### src/rtl/core/xcpc_pkg.sv
package xcpc_pkg;

	localparam int unsigned CFG_INDEX_W = 1;
	localparam int unsigned CFG_DATA_W  = 8;

	localparam logic [CFG_INDEX_W-1:0] CFG_MODE      = 1'd0;
	localparam logic [CFG_INDEX_W-1:0] CFG_FIXED_KEY = 1'd1;

	localparam logic MODE_ENCODE = 1'b0;
	localparam logic MODE_DECODE = 1'b1;

	typedef struct packed {
		logic [7:0] data_byte;
		logic [7:0] random_key;
		logic       first_byte;
		logic       last_byte;
	} xcpc_req_t;

	typedef struct packed {
		logic [7:0] out_byte;
		logic       end_of_packet;
		logic       checksum_ok;
	} xcpc_rsp_t;

	typedef struct packed {
		logic       mode;
		logic [7:0] fixed_key;
	} xcpc_cfg_t;

endpackage

### src/rtl/core/xcpc_cfg_regs.sv
module xcpc_cfg_regs (
	input  logic                                clk,
	input  logic                                arst_n,
	input  logic                                cfg_we,
	input  logic [xcpc_pkg::CFG_INDEX_W-1:0]    cfg_index,
	input  logic [xcpc_pkg::CFG_DATA_W-1:0]     cfg_wdata,
	output xcpc_pkg::xcpc_cfg_t                 cfg
);

	xcpc_pkg::xcpc_cfg_t cfg_q;

	always_ff @(posedge clk or negedge arst_n) begin
		if (!arst_n) begin
			cfg_q <= '0;
		end else if (cfg_we) begin
			unique case (cfg_index)
				xcpc_pkg::CFG_MODE:      cfg_q.mode      <= cfg_wdata[0];
				xcpc_pkg::CFG_FIXED_KEY: cfg_q.fixed_key <= cfg_wdata[7:0];
				default:                 cfg_q           <= cfg_q;
			endcase
		end
	end

	assign cfg = cfg_q;

endmodule

### src/rtl/core/xcpc_chain.sv
module xcpc_chain (
	input  logic                clk,
	input  logic                arst_n,
	input  logic                step,
	input  xcpc_pkg::xcpc_req_t req,
	input  xcpc_pkg::xcpc_cfg_t cfg,
	output xcpc_pkg::xcpc_rsp_t rsp
);

	logic [7:0] pos_q, inner_q, outer_q, key_q, sum_q, chk_q;

	logic [7:0] pos, inner, outer, key, sum_base;
	logic [7:0] inner_mask, outer_mask;
	logic [7:0] enc_p, enc_e, dec_p, dec_plain;
	logic [7:0] inner_nxt, outer_nxt, sum_nxt, chk_nxt;
	logic       decode;

	assign decode   = (cfg.mode == xcpc_pkg::MODE_DECODE);
	assign pos      = req.first_byte ? 8'd0 : pos_q;
	assign inner    = req.first_byte ? 8'd0 : inner_q;
	assign outer    = req.first_byte ? 8'd0 : outer_q;
	assign key      = req.first_byte ? req.random_key : key_q;
	assign sum_base = req.first_byte ? 8'd0 : sum_q;

	assign inner_mask = inner + key + pos + 8'd1;
	assign outer_mask = outer + cfg.fixed_key + pos + 8'd1;

	assign enc_p     = req.data_byte ^ inner_mask;
	assign enc_e     = enc_p ^ outer_mask;
	assign dec_p     = req.data_byte ^ outer_mask;
	assign dec_plain = dec_p ^ inner_mask;

	always_comb begin
		if (decode) begin
			inner_nxt = dec_p;
			outer_nxt = req.data_byte;
			if (req.first_byte) begin
				sum_nxt = sum_base;
				chk_nxt = dec_plain;
			end else begin
				sum_nxt = sum_base + dec_plain;
				chk_nxt = chk_q;
			end
			rsp.out_byte    = dec_plain;
			rsp.checksum_ok = req.last_byte && (sum_nxt == chk_nxt);
		end else begin
			inner_nxt       = enc_p;
			outer_nxt       = enc_e;
			sum_nxt         = sum_base;
			chk_nxt         = chk_q;
			rsp.out_byte    = enc_e;
			rsp.checksum_ok = 1'b1;
		end
		rsp.end_of_packet = req.last_byte;
	end

	always_ff @(posedge clk or negedge arst_n) begin
		if (!arst_n) begin
			pos_q   <= '0;
			inner_q <= '0;
			outer_q <= '0;
			key_q   <= '0;
			sum_q   <= '0;
			chk_q   <= '0;
		end else if (step) begin
			pos_q   <= pos + 8'd1;
			inner_q <= inner_nxt;
			outer_q <= outer_nxt;
			key_q   <= key;
			sum_q   <= sum_nxt;
			chk_q   <= chk_nxt;
		end
	end

endmodule

### src/rtl/core/xor_chain_packet_cipher_core.sv
// Two-layer chained XOR byte cipher for the checksum-plus-payload region of a
// packet. Mode 0 enciphers, mode 1 deciphers and checks the payload sum against
// the deciphered checksum on the last byte. A request beat lands in an input
// register, the cipher step runs combinationally from there, and the result sits
// in an output register. While the response side does not stall, one beat per
// cycle is sustained, as the 8-bit chain feedback from each byte to the next
// is combinational. A response is valid once its request has passed the input
// and output registers. Write configuration only while no beat is in flight.
module xor_chain_packet_cipher_core (
	input  logic                                clk,
	input  logic                                arst_n,
	input  logic                                req_valid,
	output logic                                req_stall,
	input  xcpc_pkg::xcpc_req_t                 req_beat,
	output logic                                rsp_valid,
	input  logic                                rsp_stall,
	output xcpc_pkg::xcpc_rsp_t                 rsp_beat,
	input  logic                                cfg_we,
	input  logic [xcpc_pkg::CFG_INDEX_W-1:0]    cfg_index,
	input  logic [xcpc_pkg::CFG_DATA_W-1:0]     cfg_wdata
);

	xcpc_pkg::xcpc_cfg_t cfg;
	xcpc_pkg::xcpc_req_t req_s1;
	xcpc_pkg::xcpc_rsp_t rsp_nxt, rsp_q;
	logic                valid_s1, rsp_valid_q;
	logic                out_free, step, req_take;

	assign out_free  = !rsp_valid_q || !rsp_stall;
	assign step      = valid_s1 && out_free;
	assign req_stall = valid_s1 && !out_free;
	assign req_take  = req_valid && !req_stall;

	xcpc_cfg_regs u_cfg (
		.clk       (clk),
		.arst_n    (arst_n),
		.cfg_we    (cfg_we),
		.cfg_index (cfg_index),
		.cfg_wdata (cfg_wdata),
		.cfg       (cfg)
	);

	xcpc_chain u_chain (
		.clk    (clk),
		.arst_n (arst_n),
		.step   (step),
		.req    (req_s1),
		.cfg    (cfg),
		.rsp    (rsp_nxt)
	);

	// hold the input beat until the cipher step consumes it
	always_ff @(posedge clk or negedge arst_n) begin
		if (!arst_n) begin
			valid_s1 <= 1'b0;
		end else if (req_take) begin
			valid_s1 <= 1'b1;
		end else if (step) begin
			valid_s1 <= 1'b0;
		end
	end

	always_ff @(posedge clk) begin
		if (req_take) begin
			req_s1 <= req_beat;
		end
	end

	// advance the result into the output register when it is free
	always_ff @(posedge clk or negedge arst_n) begin
		if (!arst_n) begin
			rsp_valid_q <= 1'b0;
		end else if (out_free) begin
			rsp_valid_q <= step;
		end
	end

	always_ff @(posedge clk) begin
		if (step) begin
			rsp_q <= rsp_nxt;
		end
	end

	assign rsp_valid = rsp_valid_q;
	assign rsp_beat  = rsp_q;

endmodule

### config.mk
export PLATFORM = sky130hd
export DESIGN_NAME = xor_chain_packet_cipher_core
export DESIGN_NICKNAME = d
export VERILOG_FILES = /design/src/rtl/core/xcpc_pkg.sv /design/src/rtl/core/xcpc_cfg_regs.sv /design/src/rtl/core/xcpc_chain.sv /design/src/rtl/core/xor_chain_packet_cipher_core.sv
export SDC_FILE = /design/constraint.sdc
export NUM_CORES = 1
export LEC_CHECK = 0
export CAP_MARGIN = 20
export CORE_MARGIN = 2
export CORE_UTILIZATION = 35
export CTS_CLUSTER_SIZE = 14
export DETAILED_ROUTE_END_ITERATION = 8
export DONT_BUFFER_PORTS = 1
export HOLD_SLACK_MARGIN = 0.05
export PLACE_DENSITY = 0.63
export SYNTH_ARGS = -nofsm -noshare
export SYNTH_HDL_FRONTEND = slang
export SYNTH_HIERARCHICAL = 1
export SYNTH_SLANG_ARGS = --single-unit
### constraint.sdc
create_clock -name clk -period 4.6 [get_ports clk]
set_input_delay 0.46 -clock clk [delete_from_list [all_inputs] [get_ports clk]]
set_output_delay 0.46 -clock clk [all_outputs]
set_load 0.02 [all_outputs]
# [Word-level counts from Yosys, hierarchy flattened]
# Cells that the tools add are included.
[word_totals] reg_bits=87 elab_cells=59
[classes] addsub=8 n_eq_ne=1 n_mux=15 bitwise_logic=5 reduce_logical=13
[op_table] cell="$mux 8" n=13
[op_table] cell="$add 8x8->8" n=5
[op_table] cell="$xor 8x8->8" n=4
[op_table] cell="$add 8x1->8 const B" n=3
[op_table] cell="$eq 8x8->1" n=1
[op_table] cell="$reduce_and 2->1" n=3
[op_table] cell="$logic_and 1x1->1" n=4
[op_table] cell="$logic_not 1->1" n=4
[op_table] cell="$mux 1" n=2
[op_table] cell="$reduce_bool 2->1" n=1
[op_table] cell="$logic_or 1x1->1" n=1
[op_table] cell="$not 1->1" n=1

# [Logic depth before layout (Yosys ltp)]
# Gate-level depths: netlist of run 1.
[depth] ltp_word=11 depth_mapped=24 ltp_nobuf=21

# [By module]
# The synthesis of run 1 kept the hierarchy.
[modules_own_cells] module="xcpc_chain" instances=1 cells_each=442 area_each_um2=4161.5 seq_area_each_um2=1201.2
[modules_own_cells] module="xor_chain_packet_cipher_core" instances=1 cells_each=36 area_each_um2=933.4 seq_area_each_um2=890.9
[modules_own_cells] module="xcpc_cfg_regs" instances=1 cells_each=20 area_each_um2=339.1 seq_area_each_um2=225.2

# [Worst setup path before layout of run 1]
# OpenSTA, ideal clock, no wires.
[synth_timing] kind="reg-to-reg" from="register req_s1[1] in the netlist's numbering" to="register rsp_q, in the netlist rsp_beat[0] (data pin)" arrival_ns=4.715 setup_slack_ns=-0.280 path_stages_with_launch=23 synth_period_minus_slack_ns=4.880 path_cell_list="edfxtp_1 -> buf_2 -> buf_2 -> buf_1 -> mux2i_1 -> ha_1 -> inv_1 -> ha_1 -> inv_1 -> fa_1 -> xnor2_1 -> xnor2_1 -> inv_1 -> ha_1 -> a21o_1 -> a21o_1 -> a311oi_1 -> o31ai_1 -> a31o_1 -> xnor2_1 -> a21o_1 -> o2111ai_1 -> o31ai_2"
[synth_via] elab_chain_len=11 word_cells_on_any_way=20 classes_between="add/sub: 7; eq/ne: 1; mux: 9; bitwise: 2; reduce/logical: 1"
[synth_rtl] item="from (decl)" line="xor_chain_packet_cipher_core.sv:24" source="xcpc_pkg::xcpc_req_t req_s1;"
[synth_rtl] item="from (signal assigned)" line="xor_chain_packet_cipher_core.sv:65" source="req_s1 <= req_beat;"
[synth_rtl] item="$mux 8" line="xcpc_chain.sv:21" source="assign outer = req.first_byte ? 8'd0 : outer_q;"
[synth_rtl] item="$add 8x8->8 (2 in series)" line="xcpc_chain.sv:26" source="assign outer_mask = outer + cfg.fixed_key + pos + 8'd1;"
[synth_rtl] item="$add 8x1->8" line="xcpc_chain.sv:26"
[synth_rtl] item="$xor 8x8->8" line="xcpc_chain.sv:30" source="assign dec_p = req.data_byte ^ outer_mask;"
[synth_rtl] item="$xor 8x8->8" line="xcpc_chain.sv:31" source="assign dec_plain = dec_p ^ inner_mask;"
[synth_rtl] item="$add 8x8->8" line="xcpc_chain.sv:41" source="sum_nxt = sum_base + dec_plain;"
[synth_rtl] item="$mux 8" line="xcpc_chain.sv:37" source="if (req.first_byte) begin"
[synth_rtl] item="$mux 8" line="xcpc_chain.sv:34" source="if (decode) begin"
[synth_rtl] item="$eq 8x8->1 *" line="xcpc_chain.sv:45" source="rsp.checksum_ok = req.last_byte && (sum_nxt == chk_nxt);"
[synth_rtl] item="$logic_and 1x1->1 *" line="xcpc_chain.sv:45"
[synth_rtl] item="to (signal assigned)" line="xor_chain_packet_cipher_core.sv:80" source="rsp_q <= rsp_nxt;"
[synth_rtl] item="to (decl)" line="xor_chain_packet_cipher_core.sv:25" source="xcpc_pkg::xcpc_rsp_t rsp_nxt, rsp_q;"
# Mark *: on every way between the ends. The rest lies on a longest branch, timed or not. The select of a mux whose other input is x is not followed.
# A chain may end at the register's enable or synchronous reset.

# [Final worst setup path of run 1]
# Same ends and word-level chain as after synthesis.

==> results of run 1 <==
## per-stage QoR
step                      utilization, %  cell area [µm²]
after CTS                           40.3             6120
after detailed placement            37.9             5770
final                               42.5             6460
after global placement              37.9             5770
after floorplan                        -             5460
after global routing                42.5             6460
## critical path: stages (launching register included)
cell       delay, ns
edfxtp_1        0.48
buf_4           0.19
clkbuf_16       0.18
nor2_2          0.25
fa_1            0.49
ha_1            0.36
xor2_1          0.20
or4_1           0.51
nand3_2         0.16
xor2_2          0.27
ha_1            0.32
a31o_1          0.24
xnor2_2         0.20
a21o_1          0.15
o2111ai_2       0.12
o31ai_2         0.19
## state kept, by name, indices dropped and copies added (netlist names)
register and cells:
u_cfg/cfg 9, valid_s1 1, rsp_valid 1, req_s1 18, u_chain/sum_q 8, rsp_beat 10, u_chain/pos_q 8, u_chain/key_q 8
u_chain/outer_q 8, u_chain/chk_q 8, u_chain/inner_q 8
## worst paths after layout
kind                                           end  cells past startpoint
worst max-delay path                   rsp_beat[0]                     15
worst min-delay path                    req_s1[16]                      0
worst max register to register         rsp_beat[0]                     15
worst min register to register    u_chain/key_q[6]                      1
max in group asynchronous             u_cfg/cfg[7]                      2
min in group asynchronous       u_chain/outer_q[6]                      2
## what timing repair did
action | in CTS | in global routing
cloned | 0 | 2
pin swaps | 1 | 24
endpoints found under the setup margin | 1 | 2
hold endpoints to repair | 59 | 0
buffers inserted | 0 | 9
resized for setup | 5 | 42
hold buffers | 2 | 0
## layer usage
| layer | vias to the layer above | track usage [%] | share of wire (%) |
|---|---|---|---|
| li1 | 1764 | - | - |
| met1 | 1811 | 19.9 | 41 |
| met2 | 79 | 27.7 | 51 |
| met3 | 16 | 3.28 | 5.1 |
| met4 | 0 | 7.48 | 2.7 |
| met5 | - | 0 | 0 |
## cells in the final DEF (no fill, tap or decap), types with 4 or more instances in the layout
cell type  count
o22ai_1       12
clkbuf_16     11
inv_1         32
nor2_1        29
xnor2_1       29
xor2_1        16
nand2b_1       4
nand2_1       33
nor3b_1        5
a21o_1        14
buf_4         26
ha_1          18
fa_1           9
mux2i_1        6
nor2_2         4
xnor2_2        9
a22oi_1        4
edfxtp_1      28
ha_4           6
nor2b_1       13
a21oi_1       19
xor2_2         4
o21ai_0       13
nand3_1        6
mux2_2        37
dfrtp_1       59
## logic make-up after synthesis
family	Yosys count	synth area share [%]
flops	87	42.6
xor+xnor	63	11.8
compound gates	93	11.7
simple gates	118	10.6
mux	44	8.96
buf+inv	54	3.85
fa+ha+maj	39	10.5
## area by class of cell
cell class	count	area, µm²
clock buffers	9	225
clock inverters	7	63.8
fillers	1422	8740
inverters	35	131
multi-input cells	357	3190
flip-flops and latches	87	2320
well taps	188	235
repair buffers	31	303
==> flow_summary.json, run 1 <==
{
  "antenna_cells": 0,
  "ys_seq_area_share_pct": 42.6,
  "start_kind": "register",
  "area_delta_synth_final_pct": 19.0,
  "die_h_um": 129,
  "tightest_slew_ns": 1.02,
  "ys_top_cells_by_count": "dfrtp_1 (59), mux2_2 (37), xnor2_1 (37)",
  "syn_inst": 498,
  "holdWs_ns": 0.199,
  "path_clk_slew_ns": 0.07,
  "dr.pass1.iters": 4,
  "synth_nets": 567,
  "yosysTopAreaCell": "dfrtp_1",
  "num_vias": 3670,
  "grt_pass1_vias": 3765,
  "critical_path_arrival_ns": 4.66,
  "postRouteAntennaNets": 0,
  "hold_viol_final": 0,
  "final.period_utilization_pct": 97.5,
  "postRouteWirelength_mm": 12.9,
  "die_w_um": 129,
  "timing.hold.worst.start": "req_beat[16]",
  "crit_required_ns": 4.78,
  "regToRegStartpoint": "req_s1[1]",
  "clock_path_buffers": 2,
  "grt_max_degree": 60,
  "globalplace.congestion": 0.873,
  "setup_viol": 0,
  "r2r_setup_slack_ns": 0.12,
  "maxSlewViolCount": 0,
  "hold_class": "input port to register",
  "crit_path_end_kind": "register",
  "stdcell_count": 714,
  "slew_headroom_pct": 32.1,
  "wire_per_inst_um": 18.1,
  "async_reset_ff_share_pct": 67.8,
  "numCtsBuffers": 9,
  "avgViaCountPerCell": 5.14,
  "synth-seq-cells": 87,
  "synth.most_common_cell": "dfrtp_1",
  "synthTopCellsByArea": "dfrtp_1 (27%), edfxtp_1 (15%), mux2_2 (7.7%)",
  "synth_area_um2": 5430,
  "status": "complete, no violations",
  "synth_top_area_share_pct": 27.2,
  "fin_skew_ns": 0.0107,
  "drc": 0,
  "syn_avg_cell_area_um2": 10.9,
  "setup_slack_ns": 0.117,
  "cts_root_buf": "clkbuf_16",
  "grt_use_total_pct": 16.2,
  "ios": 44,
  "fmax_mhz": 223,
  "drtIter0Drc": 187,
  "fin_nets": 590,
  "core_um2": 15200,
  "cts_max_level": 3,
  "overflow": 0,
  "worst-path-max-fanout": 15,
  "hpwl_mm": 9.20,
  "ys_types": 62,
  "synthFlopType": "dfrtp_1",
  "synth-edff-count": 28,
  "clock_sinks": 87,
  "layout-drive-gt1-share_pct": 27.6,
  "post-place-ws_ns": -0.145,
  "post-place-cells": 685,
  "rows": 45,
  "ys_warn_count": 6,
  "die_area_um2": 16500,
  "grt_pass1_wl_mm": 20.1,
  "setup_tns_ns": 0,
  "tritoncts": "done",
  "insertion_delay_ns": 0.35,
  "io_buffers": 0,
  "fin_crit_ns": 4.48,
  "worstSetupPathType": "register to register",
  "drv_cap": 0,
  "startpoint": "req_s1[1]",
  "antenna_found_initial": 0,
  "initial_core_util_pct": 35.7
}
Power of run 1 is not shown: default switching activity piles up to over one toggle a cycle in this logic, so the estimate is an artifact.
==> run 2, diff against run 1 <==
--- a/config.mk
+++ b/config.mk
@@ -7,13 +7,12 @@
 export LEC_CHECK = 0
 export CAP_MARGIN = 20
 export CORE_MARGIN = 2
-export CORE_UTILIZATION = 35
+export CORE_UTILIZATION = 58
 export CTS_CLUSTER_SIZE = 14
 export DETAILED_ROUTE_END_ITERATION = 8
 export DONT_BUFFER_PORTS = 1
 export HOLD_SLACK_MARGIN = 0.05
-export PLACE_DENSITY = 0.63
+export PLACE_DENSITY = 0.88
 export SYNTH_ARGS = -nofsm -noshare
 export SYNTH_HDL_FRONTEND = slang
-export SYNTH_HIERARCHICAL = 1
 export SYNTH_SLANG_ARGS = --single-unit
==> run 2 against run 1 <==
  * Routed wire length is 4.6% higher
  * Core utilization is 26 points higher
  * Synthesized cell count is 4.4% higher
  * Register-to-register slack worse by 0.08 ns
  * Clock skew is 0.0049 ns higher
==> flow_summary.json, run 2 <==
{
  "final_common_cell": "nand2_1",
  "largest_reg_flops": 18,
  "async_reset_ff_share_pct": 67.8,
  "ys_types": 60,
  "slew_headroom_pct": 34.8,
  "hold_viol_final": 0,
  "ys_top_cells_by_count": "nand2_1 (72), dfrtp_1 (59), o21ai_0 (47)",
  "r2r_setup_slack_ns": 0.04,
  "core_um2": 9110,
  "synth_area_um2": 5380,
  "grt_busiest_layer": "met2",
  "syn_avg_cell_area_um2": 10.4,
  "start_kind": "register",
  "worst-r2r-cell-count": 18,
  "die_w_um": 100,
  "layout-drive-gt1-share_pct": 22.8,
  "crit_path_end_kind": "register",
  "clock_sinks": 87,
  "ys_seq_area_share_pct": 43.0,
  "maxSlewViolCount": 0,
  "antenna_cells": 0,
  "die_area_um2": 10100,
  "setup_tns_ns": 0,
  "fin_nets": 621,
  "drtIter0Drc": 418,
  "die_h_um": 100,
  "total_power_mw": 5.68,
  "ys_warn_count": 0,
  "stdcell_count": 667,
  "synth_top_area_share_pct": 27.4,
  "ir_worst_vdd_mv": 0.364,
  "critical_path_arrival_ns": 4.78,
  "powerDensity_nw_per_um2": 909,
  "worst-path-max-fanout": 4,
  "cts_root_buf": "clkbuf_8",
  "antenna_found_initial": 0,
  "setup_viol": 0,
  "path_clk_slew_ns": 0.10,
  "io_buffers": 0,
  "grt_max_degree": 60,
  "tritoncts": "done",
  "placed_area_um2": 5620,
  "insertion_delay_ns": 0.37,
  "tightest_slew_ns": 0.978,
  "synth-edff-count": 28,
  "rows": 35,
  "postRouteWirelength_mm": 13.5,
  "dr.pass1.iters": 4,
  "overflow": 0,
  "holdWs_ns": 0.175,
  "hold_depth": 0,
  "synthFlopType": "dfrtp_1",
  "globalplace.congestion": 0.966,
  "fin_crit_ns": 4.56,
  "postRouteAntennaNets": 0,
  "syn_inst": 520,
  "drv_cap": 0,
  "area_delta_synth_final_pct": 16.2,
  "hpwl_mm": 9.15,
  "synth.most_common_cell": "nand2_1",
  "post-place-cells": 635,
  "clock_path_buffers": 2,
  "num_vias": 4061,
  "grt_util_met2_pct": 43.9,
  "ios": 44,
  "drc": 0,
  "regMostFlops": "req_s1",
  "fin_skew_ns": 0.0157,
  "fmax_mhz": 219,
  "cellLeakagePower_nw": 2.82,
  "use_met1_pct": 34.0,
  "status": "complete, no violations",
  "final.period_utilization_pct": 99.2,
  "grt_use_total_pct": 26.8,
  "numCtsBuffers": 9,
  "crit_required_ns": 4.81,
  "final_cell_mix": "nand2_1 (68), dfrtp_1 (59), o21ai_0 (45), inv_1 (38), buf_4 (32)",
  "grt_pass1_wl_mm": 20.5,
  "cts_max_level": 3,
  "synth-seq-cells": 87,
  "yosysTopAreaCell": "dfrtp_1",
  "initial_core_util_pct": 59.1,
  "worstSetupPathType": "register to register",
  "grt_pass1_vias": 4069,
  "hold_class": "input port to register",
  "avgViaCountPerCell": 6.09,
  "wire_per_inst_um": 20.2,
  "fin_area_um2": 6250,
  "synthTopCellsByArea": "dfrtp_1 (27%), edfxtp_1 (16%), xnor2_1 (6.3%)",
  "grt.met3_usage_pct": 4.11,
  "synth_nets": 590
}
## run 2: cell types whose count changed after synthesis, sizes merged, moves of 5 or more
cell,delta
a21o,-9
nor2,-18
xor2,-5
inv,+6
o22ai,-12
o21ai,+30
nor3b,-5
buf,-5
mux2i,+7
mux2,-21
nand2,+37
## run 2: repair_timing
action / 4_1_cts / 5_1_grt
pin swaps: 3 / 14
buffers inserted: 3 / 11
hold buffers: 2 / 0
endpoints found under the hold margin: 59 / 0
endpoints found under the setup margin: 2 / 2
gates resized for setup: 9 / 46
## run 2: kinds of logic after synthesis
family | count (synthesis) | share of synthesized area, %
compound gates | 104 | 11.9
xor+xnor | 60 | 11.5
fa+ha+maj | 39 | 11.1
buf+inv | 59 | 4.16
flops | 87 | 43.0
mux | 30 | 6.02
simple gates | 141 | 12.2
## run 2: through the flow
stage / utilization, % / setup slack [ns]
6_report: 68.7 / 0.0359
5_1_grt: 68.7 / -0.183
4_1_cts: 65.3 / 0.00454
3_5_place_dp: 61.7 / -0.140
3_3_place_gp: 61.7 / -0.00317
2_1_floorplan: - / 0.00374
## run 2: area by class of cell
| class | count | area (µm²) |
|---|---|---|
| clock buffer | 10 | 128 |
| clock inverter | 6 | 86.3 |
| fill | 619 | 2850 |
| inverter | 42 | 160 |
| multi-input combinational | 374 | 3110 |
| sequential | 87 | 2320 |
| tap | 111 | 139 |
| timing repair buffer | 37 | 312 |
## run 2: path summary, 6_finish.rpt
check	to	from
max	rsp_beat[0]	req_s1[1]
min	req_s1[16]	req_beat[16]
max reg2reg	rsp_beat[0]	req_s1[1]
min reg2reg	u_chain.key_q[4]	u_chain.key_q[4]
max in group asynchronous	u_chain.inner_q[3]	arst_n
min in group asynchronous	u_chain.inner_q[5]	arst_n
## run 2: worst max-delay path, cell delays in order, from the launching register on
cell      delay (ns)
edfxtp_1        0.51
buf_6           0.19
mux2i_4         0.18
fa_1            0.55
inv_1           0.07
ha_2            0.30
nand3_2         0.09
nand2_2         0.07
a21o_1          0.18
a21oi_2         0.17
xor2_2          0.29
xnor3_2         0.44
ha_4            0.30
o21ai_1         0.06
nand2b_1        0.11
a21bo_4         0.24
xnor3_1         0.17
mux2_4          0.28
o31ai_4         0.20
## run 2: per-layer routing
layer / vias up / part of all wire (%)
met5: - / 0
met4: 0 / 5.2
met3: 54 / 5.4
met2: 178 / 49
met1: 2006 / 40
li1: 1823 / -
## run 2: where the power goes
group / internal [mW] / switching [mW] / total [mW]
clock network: 0.305 / 0.281 / 0.586
registers: 1.07 / 0.205 / 1.28
logic: 1.85 / 1.97 / 3.82
total: 3.23 / 2.45 / 5.68
No activity file was read; power rests on OpenSTA's default activity.
==> run 3, diff against run 2 <==
--- a/config.mk
+++ b/config.mk
@@ -6,6 +6,7 @@
 export NUM_CORES = 1
 export LEC_CHECK = 0
 export CAP_MARGIN = 20
+export CORE_ASPECT_RATIO = 1.4
 export CORE_MARGIN = 2
 export CORE_UTILIZATION = 58
 export CTS_CLUSTER_SIZE = 14
@@ -15,4 +16,5 @@
 export PLACE_DENSITY = 0.88
 export SYNTH_ARGS = -nofsm -noshare
 export SYNTH_HDL_FRONTEND = slang
+export SYNTH_HIERARCHICAL = 1
 export SYNTH_SLANG_ARGS = --single-unit
==> run 3 against run 2 <==
  * The run now ends with design-rule violations left
  * Final cell count fell by 5.4%
  * Routed wire length fell by 10%
  * Cell area fell by 1.8%
  * Via count fell by 6.0%
  * Worst setup slack improved by 0.086 ns
  * Die area rose by 1.0%
  * Clock skew fell by 0.0050 ns
  * Non-clock buffer count fell by 9
  * Highest routed layer unchanged
==> flow_summary.json, run 3 (synthesis results as in run 1) <==
{
  "area_delta_synth_final_pct": 13.0,
  "dr.pass1.iters": 7,
  "fin_nets": 587,
  "cp_top_family": "adder cells",
  "post-place-ws_ns": 0.0370,
  "final.period_utilization_pct": 97.4,
  "die_area_um2": 10200,
  "layout-drive-gt1-share_pct": 23.3,
  "worst-r2r-cell-count": 17,
  "cpPeakStageDelay_ns": 0.47,
  "avgViaCountPerCell": 6.05,
  "die_w_um": 85.8,
  "wire_per_inst_um": 19.2,
  "fin_skew_ns": 0.0107,
  "fmax_mhz": 223,
  "core_um2": 9080,
  "drc": 1,
  "num_vias": 3818,
  "die_h_um": 119,
  "worst-path-max-fanout": 16,
  "insertion_delay_ns": 0.34,
  "final_cell_mix": "dfrtp_1 (59), mux2_2 (37), nand2_1 (34), inv_1 (33), nor2_1 (31)",
  "cts_max_level": 3,
  "setup_slack_ns": 0.122,
  "initial_core_util_pct": 59.8,
  "hold_viol_final": 0,
  "hold_class": "input port to register",
  "start_kind": "register",
  "rows": 41,
  "io_buffers": 0,
  "hold_depth": 0,
  "regMostFlops": "req_s1",
  "final_common_cell": "dfrtp_1",
  "grt_pass1_vias": 3897,
  "clock_path_buffers": 2,
  "status": "finished, violations left",
  "cp_slowest_cell": "fa_1",
  "largest_reg_flops": 18,
  "clock_sinks": 87,
  "cp.depth": 17,
  "drtIter0Drc": 246,
  "postRouteAntennaNets": 0,
  "slew_headroom_pct": 40.8,
  "globalplace.congestion": 0.955,
  "path_cells": "buf_6 > buf_6 > nor2_1 > fa_1 > ha_1 > o21ai_2 > nor2b_4 > xnor2_2 > xnor3_2 > ha_1 > o21ai_0 > nand2b_1 > a31o_1 > xnor2_2 > a21o_1 > o2111ai_1 > o31ai_2",
  "grt_pass1_wl_mm": 18.9,
  "worst-path-buf-inv": 2,
  "setup_viol": 0,
  "tightest_slew_ns": 0.889,
  "cts_root_buf": "clkbuf_16",
  "hpwl_mm": 8.35,
  "grt_use_total_pct": 24.3,
  "antenna_found_initial": 1,
  "fin_crit_ns": 4.48,
  "overflow": 0,
  "crit_required_ns": 4.77,
  "tritoncts": "done",
  "path_clk_slew_ns": 0.06,
  "grt_max_degree": 60,
  "critical_path_arrival_ns": 4.65,
  "drv_cap": 0,
  "numCtsBuffers": 9,
  "postRouteWirelength_mm": 12.1,
  "crit_path_end_kind": "register",
  "maxSlewViolCount": 0,
  "worstSetupPathType": "register to register",
  "ios": 44,
  "violations": "design-rule violations"
}
## run 3: stage by stage
step / setup TNS (ns) / hold WS [ns] / cells / area [µm²] / util, %
detailed placement: 0 / 0.166 / 605 / 5660 / 62.4
global route: -0.0963 / 0.194 / 631 / 6140 / 67.6
CTS: 0 / 0.202 / 623 / 5960 / 65.7
finish: 0 / 0.212 / 631 / 6140 / 67.6
floorplan: 0 / 0.164 / 498 / 5460 / -
global placement: 0 / 0.166 / 605 / 5660 / 62.4
## run 3: repair_timing
action	4_1_cts	5_1_grt
hold buffers	2	0
setup endpoints to repair	0	2
endpoints found under the hold margin	59	0
buffers inserted	0	7
gates resized for setup	0	26
## run 3: layout make-up
type | count | area, µm²
fillers | 603 | 2940
diodes | 1 | 2.50
multi-input cells | 357 | 3050
repair buffers | 28 | 244
clock inverters | 2 | 10.0
well taps | 107 | 134
flip-flops and latches | 87 | 2320
inverters | 35 | 131
clock buffers | 14 | 254
## run 3: path summary, 6_finish.rpt
check / from / endpoint / slack (ns)
worst max-delay path: req_s1[1] / rsp_beat[0] / 0.12
worst min-delay path: req_beat[12] / req_s1[12] / 0.21
worst max register to register: req_s1[1] / rsp_beat[0] / 0.12
worst min register to register: u_chain/key_q[4] / u_chain/key_q[4] / 0.50
max in group asynchronous: arst_n / u_chain/sum_q[3] / 3.70
min in group asynchronous: arst_n / u_chain/inner_q[1] / 0.63
## run 3: layer usage
| layer | vias up | global-route usage, % | part of all wire, % |
|---|---|---|---|
| met2 | 135 | 41.9 | 54 |
| met3 | 30 | 5.31 | 3.8 |
| li1 | 1773 | - | - |
| met5 | - | 0 | 0 |
| met4 | 0 | 11.5 | 3.3 |
| met1 | 1880 | 28.2 | 39 |
Power of run 3 is left out for the same reason.
